## config.mk

```make
export PLATFORM = sky130hd
export DESIGN_NAME = sit_ctrl
export DESIGN_NICKNAME = d
export VERILOG_FILES = /design/src/rtl/core/sorted_id_table_unit_defines.svh /design/src/rtl/core/sit_pkg.sv /design/src/rtl/core/sit_ctrl.sv
export SDC_FILE = /design/constraint.sdc
export NUM_CORES = 1
export LEC_CHECK = 0
export BUFFER_PORTS_ARGS = -buffer_cell sky130_fd_sc_hd__buf_2
export CORE_AREA = 2 2 39 41
export DETAILED_ROUTE_END_ITERATION = 10
export DIE_AREA = 0 0 41 43
export PLACE_DENSITY_LB_ADDON = 0.2
export SETUP_SLACK_MARGIN = 0.02
export SKIP_CTS_REPAIR_TIMING = 1
export SYNTH_ARGS = -nofsm -noshare
export SYNTH_HDL_FRONTEND = slang
export SYNTH_SLANG_ARGS = --single-unit
export TNS_END_PERCENT = 100
```

## constraint.sdc

```tcl
create_clock -name aclk -period 2.02 [get_ports aclk]
set_input_delay 0.202 -clock aclk [delete_from_list [all_inputs] [get_ports aclk]]
set_output_delay 0.202 -clock aclk [all_outputs]
set_load 0.02 [all_outputs]
```

## src/rtl/core/sorted_id_table_unit_defines.svh

```systemverilog
// assertion macros for the sorted id table unit
// no dependencies
`ifndef SORTED_ID_TABLE_UNIT_DEFINES_SVH
`define SORTED_ID_TABLE_UNIT_DEFINES_SVH
`define SIT_ASSERT_IMPL(lbl, clk, rstn, ante, cons) \
    lbl: assert property (@(posedge clk) disable iff (!rstn) (ante) |-> (cons)) \
        else $error("assertion failed");
`define SIT_ASSERT_NEXT(lbl, clk, rstn, ante, cons) \
    lbl: assert property (@(posedge clk) disable iff (!rstn) (ante) |=> (cons)) \
        else $error("assertion failed");
`endif

```

## src/rtl/core/sit_pkg.sv

```systemverilog
// shared types and codes for the sorted id table
// no dependencies
`timescale 1ns / 1ps
package sit_pkg;
    localparam logic [1:0] ST_INSERTED = 2'd0;
    localparam logic [1:0] ST_FULL     = 2'd1;
    localparam logic [1:0] ST_FOUND    = 2'd2;
    localparam logic [1:0] ST_MISSING  = 2'd3;
    localparam logic KIND_INSERT = 1'b0;
    localparam logic KIND_LOOKUP = 1'b1;

    typedef struct packed {
        logic start;
        logic srch_step;
        logic shift_step;
        logic write_key;
        logic finish;
    } sit_cmd_t;

    typedef struct packed {
        logic full;
        logic srch_done;
        logic shift_done;
    } sit_sts_t;
endpackage

```

## src/rtl/core/sit_ctrl.sv

```systemverilog
// controller: sequences search, shift and result for each transaction
// depends on sit_pkg
`timescale 1ns / 1ps
module sit_ctrl import sit_pkg::*; (
    input  logic     aclk,
    input  logic     aresetn,
    input  logic     s_valid,
    output logic     s_ready,
    input  logic     s_kind,
    output logic     m_valid,
    input  logic     m_ready,
    input  sit_sts_t sts,
    output sit_cmd_t cmd
);
    localparam logic [2:0] S_IDLE = 3'd0, S_SRCH = 3'd1, S_RD = 3'd2,
                           S_SHIFT = 3'd3, S_WR = 3'd4, S_OUT = 3'd5,
                           S_FETCH = 3'd6;
    logic [2:0] state_reg, state_next;
    logic kind_reg, kind_next;

    always_ff @(posedge aclk) begin
        if (!aresetn) begin
            state_reg <= S_IDLE;
            kind_reg <= 1'b0;
        end else begin
            state_reg <= state_next;
            kind_reg <= kind_next;
        end
    end

    assign s_ready = (state_reg == S_IDLE);
    assign m_valid = (state_reg == S_OUT);

    always_comb begin
        state_next = state_reg;
        kind_next = kind_reg;
        cmd = '0;
        unique case (state_reg)
            S_IDLE: begin
                if (s_valid) begin
                    cmd.start = 1'b1;
                    kind_next = s_kind;
                    state_next = S_FETCH;
                end
            end
            // waits for the registered read of the probe entry
            S_FETCH: begin
                state_next = S_SRCH;
            end
            S_SRCH: begin
                if (kind_reg == KIND_INSERT && sts.full) begin
                    cmd.finish = 1'b1;
                    state_next = S_OUT;
                end else if (sts.srch_done) begin
                    if (kind_reg == KIND_LOOKUP) begin
                        state_next = S_RD;
                    end else begin
                        state_next = S_SHIFT;
                    end
                end else begin
                    cmd.srch_step = 1'b1;
                    state_next = S_FETCH;
                end
            end
            S_RD: begin
                cmd.finish = 1'b1;
                state_next = S_OUT;
            end
            S_SHIFT: begin
                if (sts.shift_done) begin
                    state_next = S_WR;
                end else begin
                    cmd.shift_step = 1'b1;
                end
            end
            S_WR: begin
                cmd.write_key = 1'b1;
                cmd.finish = 1'b1;
                state_next = S_OUT;
            end
            S_OUT: begin
                if (m_ready) state_next = S_IDLE;
            end
            default: state_next = S_IDLE;
        endcase
    end
endmodule

```

==> results of run 1 <==
-- worst max-delay path by stage --
stage,from,endpoint,cells after the start
3_3_place_gp,state_reg[2]$_SDFFE_PN0P_,cmd[0],4
3_5_place_dp,state_reg[0]$_SDFFE_PN0P_,cmd[0],4
6_report,state_reg[0]$_SDFFE_PN0P_,cmd[0],4
5_1_grt,state_reg[2]$_SDFFE_PN0P_,cmd[0],4
2_1_floorplan,state_reg[2]$_SDFFE_PN0P_,cmd[0],4
4_1_cts,state_reg[0]$_SDFFE_PN0P_,cmd[0],4
-- per-stage QoR --
step,hold slack [ps],instances
final,225,70
after global routing,227,70
after CTS,215,70
after detailed placement,465,67
after global placement,465,67
after floorplan,319,40
-- area by class of cell --
type                    count  area (sq um)
inverters                   3          11.3
flip-flops and latches      4          80.1
fillers                   169           961
well taps                  16          20.0
clock buffers               3          22.5
repair buffers             14          70.1
multi-input cells          30           219
-- cells in the mapped netlist (all sizes together) --
cell	n	area, sq um
nor2	1	3.75
nor4b	1	23.8
o221a	1	11.3
a31oi	1	6.26
a21o	1	7.51
nor3	4	25.0
o21ai	2	10.0
inv	3	11.3
o31a	1	8.76
o41ai	1	8.76
a21oi	1	5.00
nor2b	2	12.5
buf	3	27.5
dfxtp	4	80.1
o2111ai	1	8.76
o211a	1	10.0
nor3b	1	7.51
o21a	2	15.0
nand2	4	15.0
or3	1	6.26
mux2i	2	20.0
nand3b	1	7.51
nand2b	1	6.26
-- worst min-delay path, cell delays in order --
cell and delay (ps):
buf_2 70, mux2i_1 50, nor2b_1 90
-- where the power goes --
group          leakage [uW]  switching, uW  internal [uW]  total, uW
logic              0.000143           78.3           69.2        147
registers         0.0000331           40.1           92.0        132
clock network     0.0000138           32.5           66.4       98.9
total              0.000190            151            228        379
-- layer usage --
| layer | vias up | wire [um] | share of wire |
|---|---|---|---|
| met4 | 0 | 16 | 0.022 |
| met1 | 144 | 357 | 0.49 |
| met2 | 12 | 310 | 0.42 |
| li1 | 177 | - | - |
| met3 | 2 | 53 | 0.072 |
| met5 | - | 0 | 0 |
-- cell families (layout without fill, tap and decap cells) --
family,Yosys count,count (layout)
simple gates,16,16
compound gates,12,12
buf+inv,6,20
flops,4,4
mux,2,2
==> results.tsv, run 1 <==
stage	metric	value	unit
outcome	run_status	completed	
global_route	antenna_found_initial	0	
critical_path	rr_endpoint	state_reg[2]$_SDFFE_PN0P_	
route	dr.pass1.iters	2	
critical_path	rrSetupSlack	700	ps
timing	slew_headroom	0.680	
timing	hold_viol	0	
finish	layout_commonest_cell	buf_2	
finish	areaGrowthSynthToFinish	25.2	%
clock_network	cts_made_buffers	3	
critical_path	r2r_start	state_reg[1]$_SDFFE_PN0P_	
worst_hold_path	min_path_cells	3	
route	drt_iter0_drc	2	
timing	slew_violations	0	
timing	rsz0062_at_grt	no	
global_route	grt_pass1_wl	1240	um
critical_path	cp-start-kind	register	
finish	layout.nets	64	
power_and_ir_drop	p_leak	0.000190	uW
yosys	synth_cell_type_count	26	
floorplan	die-area	0.00176	sq mm
worst_hold_path	hold_end	kind_reg$_SDFFE_PN0P_	
clock_network	clk_latency	230	ps
timing	clock.fmax	0.606	GHz
critical_path	crit_type	register to output port	
yosys	yosysSeqAreaShare	0.237	
run	drv_cap	0	
yosys	synth_top_family_by_area	simple AND/OR/NAND/NOR gates	
power_and_ir_drop	power_per_cell_area	895	mW/mm^2
timing	finalCritPeriodShare	0.816	
floorplan	rows	14	
yosys	synth-simple-area-share	0.319	
floorplan	die_w	41	um
critical_path	crit_family	flip-flops	
floorplan	core_area	0.00138	sq mm
clock_network	htree_num_levels	1	
critical_path	r2r.worst_path.cells	3	
critical_path	cp-end-kind	output port	
global_route	grt_use_met1	0.161	
route	drc	0	
yosys	synthAdderAreaFrac	0	
critical_path	slowest_delay	610	ps
clock_network	cts_tree	built	
floorplan	start_util	0.244	
critical_path	cp.arrival	1450	ps
floorplan	io_pins	15	
yosys	netlist_area	338	sq um
yosys	syn_nets	48	
placement	post-place-ws	626	ps
global_route	overflow	0	
power_and_ir_drop	p_total	379	uW
global_route	grt_max_degree	16	
clock_network	cts_buffer_depth	2	
critical_path	cp.required	1820	ps
route	vias	335	
power_and_ir_drop	irDropWorstVdd	0.307	mV
clock_network	cts_sinks	4	
timing	setup_viol	0	
timing	setup_ws	371	ps
route	final_antenna_net_count	0	
placement	dpl.hpwl	555	um
yosys	synth_area_per_cell	8.45	sq um
finish	fin_util	0.306	
yosys	synth_xor_area_frac	0	
global_route	grt_use_met3	0.0157	
yosys	synthCells	40	
timing	finClkSkew	0.230	ps
worst_hold_path	min_from	s_kind	
placement	port_buffers	14	
global_route	met2_usage	0.128	
finish	n_antenna_cell	0	
critical_path	crit_chain	nand3b_1, mux2i_1, a21o_1, buf_2	
global_route	first_global_vias	285	
yosys	synth.ff_latch_count	4	
floorplan	die_h	43	um
route	wl	736	um
yosys	synth_compound_area_frac	0.270	
timing	min_period	1650	ps
critical_path	slowest_stage	dfxtp_1	
finish	drive_above_1_share	0.370	
route	routedWlPerCell	10.5	um
clock_network	clk_pin_slew_worst_paths	40	ps
route	viasPerCell	4.79	
global_route	grt_use_total	0.107	
finish	layout_common_cells	14 x buf_2, 4 x nand2_1, 4 x dfxtp_1	
placement	place_area	400	sq um
critical_path	critPathBufInv	1	
timing	worstMarginPinSlew	480	ps
yosys	yosysWarnings	0	
timing	tns	0	ps
finish	stdcell_area	423	sq um
clock_network	root_buffer	clkbuf_4	
yosys	yosys-mux-area-fraction	0.0593	
worst_hold_path	hold_path.class	primary input to register	
finish	largest_reg_flops	3	
placement	routabilityCongestion	0.680	
critical_path	crit_fanout	15	
global_route	top_usage_layer	met1	
No activity file was read; power rests on OpenSTA's default activity.
==> run 2: changes to the inputs <==
--- a/config.mk
+++ b/config.mk
@@ -5,6 +5,7 @@
 export SDC_FILE = /design/constraint.sdc
 export NUM_CORES = 1
 export LEC_CHECK = 0
+export ABC_AREA = 1
 export BUFFER_PORTS_ARGS = -buffer_cell sky130_fd_sc_hd__buf_2
 export CORE_AREA = 2 2 39 41
 export DETAILED_ROUTE_END_ITERATION = 10
==> constraint.sdc (replaced) <==
create_clock -name aclk -period 1.6 [get_ports aclk]
set_input_delay 0.16 -clock aclk [delete_from_list [all_inputs] [get_ports aclk]]
set_output_delay 0.16 -clock aclk [all_outputs]
set_load 0.02 [all_outputs]
==> run 2 against run 1 <==
Design area up 4.7%. Critical path depth rose by 2. Synthesized cell count rose by 40%. Utilization increased by 1.4 points. Clock-buffer cell count is the same. Largest power group unchanged. Clock power up 24%. Sequential power rose by 39%. Worst hold slack got worse by 65 ps. Critical path type unchanged. Highest routed layer unchanged. Cell count increased by 27%. Clock skew about the same.
==> results.tsv, run 2 <==
stage	metric	value	unit	change
timing	worstMarginPinSlew	202	ps	-278 ps
yosys	ys.flop_type	dfxtp_1		
yosys	synthCells	56		+40%
timing	finClkSkew	0.232	ps	+0.00244 ps
clock_network	htree_num_levels	1		unchanged
power_and_ir_drop	irDropWorstVdd	0.662	mV	+120%
timing	rsz0062_at_grt	no		
global_route	grt_max_degree	8		-8
critical_path	cp-end-kind	output port		
yosys	syn_nets	64		+33%
critical_path	crit_type	register to output port		
route	wl	673	um	-8.6%
power_and_ir_drop	p_sw	450	uW	+200%
finish	drive_above_1_share	0.384		+0.0132
floorplan	core_area	0.00138	sq mm	unchanged
finish	n_antenna_cell	0		unchanged
global_route	overflow	0		unchanged
power_and_ir_drop	p_leak	0.000275	uW	+45%
critical_path	crit_path_frequent_cell	nor2_1		
timing	setup_viol	0		unchanged
critical_path	cp-start-kind	register		
floorplan	die_w	41	um	unchanged
finish	areaGrowthSynthToFinish	34.1	%	
clock_network	cts_buffer_depth	2		unchanged
critical_path	slowest_stage	dfxtp_1		
floorplan	start_util	0.239		-0.00542
clock_network	cts_sinks	4		unchanged
worst_hold_path	min_from	s_kind		
global_route	grt_pass1_wl	1130	um	-8.9%
yosys	yosysSeqAreaShare	0.242		+0.00539
route	drc	0		unchanged
yosys	synth_area_leaders	dfxtp_1 24%, nand2_1 16%, inv_1 11%		
power_and_ir_drop	p_total	891	uW	+140%
power_and_ir_drop	switching_share	0.505		+0.107
yosys	yosys-top-cells-count	14 x nand2_1, 10 x inv_1, 10 x nor2_1, 4 x dfxtp_1		
route	final_antenna_net_count	0		unchanged
power_and_ir_drop	combPwrFrac	0.655		+0.265
finish	layout.nets	83		+30%
yosys	synth_top_area_frac	0.242		+0.00539
yosys	netlist_area	330	sq um	-2.2%
route	viasPerCell	4.09		-15%
timing	finalCritPeriodShare	0.876		
finish	layout_common_cells	14 x nand2_1, 14 x buf_2, 10 x inv_1, 10 x nor2_1, 4 x dfxtp_1		
critical_path	crit_family	simple AND/OR/NAND/NOR gates		
clock_network	clk_pin_slew_worst_paths	30	ps	about the same
critical_path	cp.required	1440	ps	-380 ps
critical_path	crit_chain	inv_1, nand2_2, nor2_1, nand2_1, nor2_1, buf_2		
timing	tns	0	ps	unchanged
yosys	yosysWarnings	0		unchanged
timing	slew_headroom	0.865		+0.186
timing	min_period	1400	ps	
critical_path	critPathBufInv	2		+1
yosys	synth.ff_latch_count	4		unchanged
worst_hold_path	hold_path.class	primary input to register		
critical_path	rr_endpoint	state_reg[0]$_SDFFE_PN0P_		
yosys	synth_edf_count	0		unchanged
critical_path	cp.arrival	1240	ps	-210 ps
yosys	yosysMostFrequentCell	nand2_1		
route	dr.pass1.iters	2		unchanged
floorplan	rows	14		unchanged
run	drv_cap	0		unchanged
global_route	antenna_found_initial	0		unchanged
timing	clock.fmax	0.713	GHz	
power_and_ir_drop	pwr-share-seq	0.207		-0.142
power_and_ir_drop	power_per_cell_area	2010	mW/mm^2	+120%
placement	port_buffers	14		unchanged
yosys	synth_area_per_cell	5.90	sq um	-30%
yosys	yosys.area.top_type	dfxtp_1		
placement	routabilityCongestion	0.746		+9.7%
route	drt_iter0_drc	6		+4
floorplan	die-area	0.00176	sq mm	unchanged
critical_path	r2r_start	state_reg[2]$_SDFFE_PN0P_		
critical_path	r2r.worst_path.cells	6		+3
placement	dpl.hpwl	576	um	+3.6%
finish	fillerInstances	158		-6.5%
worst_hold_path	hold_end	kind_reg$_SDFFE_PN0P_		
yosys	synthArstFlopShare	0		unchanged
yosys	synth_cell_type_count	14		-46%
critical_path	slowest_delay	310	ps	-300 ps
global_route	grt_use_total	0.0953		-0.0112
global_route	first_global_vias	308		+8.1%
critical_path	rrSetupSlack	520	ps	-180 ps
timing	slew_violations	0		unchanged
clock_network	clk_latency	230	ps	about the same
critical_path	cp.depth	6		+2
route	routedWlPerCell	7.56	um	-28%
worst_hold_path	min_path_cells	3		unchanged
power_and_ir_drop	power.internal	441	uW	+94%
outcome	run_status	completed		
floorplan	die_h	43	um	unchanged
clock_network	cts_made_buffers	3		unchanged
floorplan	io_pins	15		unchanged
clock_network	root_buffer	clkbuf_4		
clock_network	cts_tree	built		
finish	largest_reg_flops	3		unchanged
timing	hold_viol	0		unchanged
critical_path	crit_fanout	7		-8
power_and_ir_drop	clockPowerShare	0.138		-0.123
route	vias	364		+8.7%
run 2: stage by stage:
step	std cells	instance area (sq um)	hold WS, ps	utilization	worst slack, ps
finish	89	443	160	0.320	198
global route	89	443	169	0.320	72.7
CTS	89	443	161	0.320	193
detailed placement	86	420	405	0.304	446
global placement	86	420	404	0.304	425
floorplan	56	330	280	-	466
run 2: worst max-delay path by stage:
stage | from | endpoint | slack (ps)
CTS | state_reg[1]$_SDFFE_PN0P_ | cmd[3] | 190
detailed placement | state_reg[1]$_SDFFE_PN0P_ | cmd[3] | 450
global route | state_reg[1]$_SDFFE_PN0P_ | cmd[3] | 70
global placement | state_reg[1]$_SDFFE_PN0P_ | cmd[3] | 420
floorplan | state_reg[1]$_SDFFE_PN0P_ | cmd[3] | 470
finish | state_reg[1]$_SDFFE_PN0P_ | cmd[3] | 200
run 2: area by class of cell:
class	count	area, sq um	area share
Clock buffer	3	22.5	0.0508
Inverter	12	45.0	0.102
Multi-Input combinational cell	40	205	0.463
Sequential cell	4	80.1	0.181
Tap cell	16	20.0	0.0452
Timing Repair Buffer	14	70.1	0.158
run 2: power by group through the flow:
stage / combinational, uW / clock, uW / sequential, uW
final: 583 / 123 / 184
after global routing: 671 / 134 / 192
after CTS: 592 / 129 / 185
after detailed placement: 590 / 0 / 187
after global placement: 599 / 0 / 185
after floorplan: 463 / 0 / 179
run 2: tightest hold or removal path: stages:
cell,delay [ps]
buf_2,80
o21ai_1,60
nor2_1,70
run 2: cell families after synthesis:
kind of cell           Yosys count  share of synthesized area
AOI/OAI and AO/OA                3                     0.0871
and+or+nand+nor                 37                      0.534
DFF                              4                      0.242
buffers and inverters           12                      0.136
run 2: per-layer routing:
layer,track usage,routed length (um)
met1,0.112,293
met2,0.141,335
met3,0.0314,33
met4,0.0600,10
met5,0,0
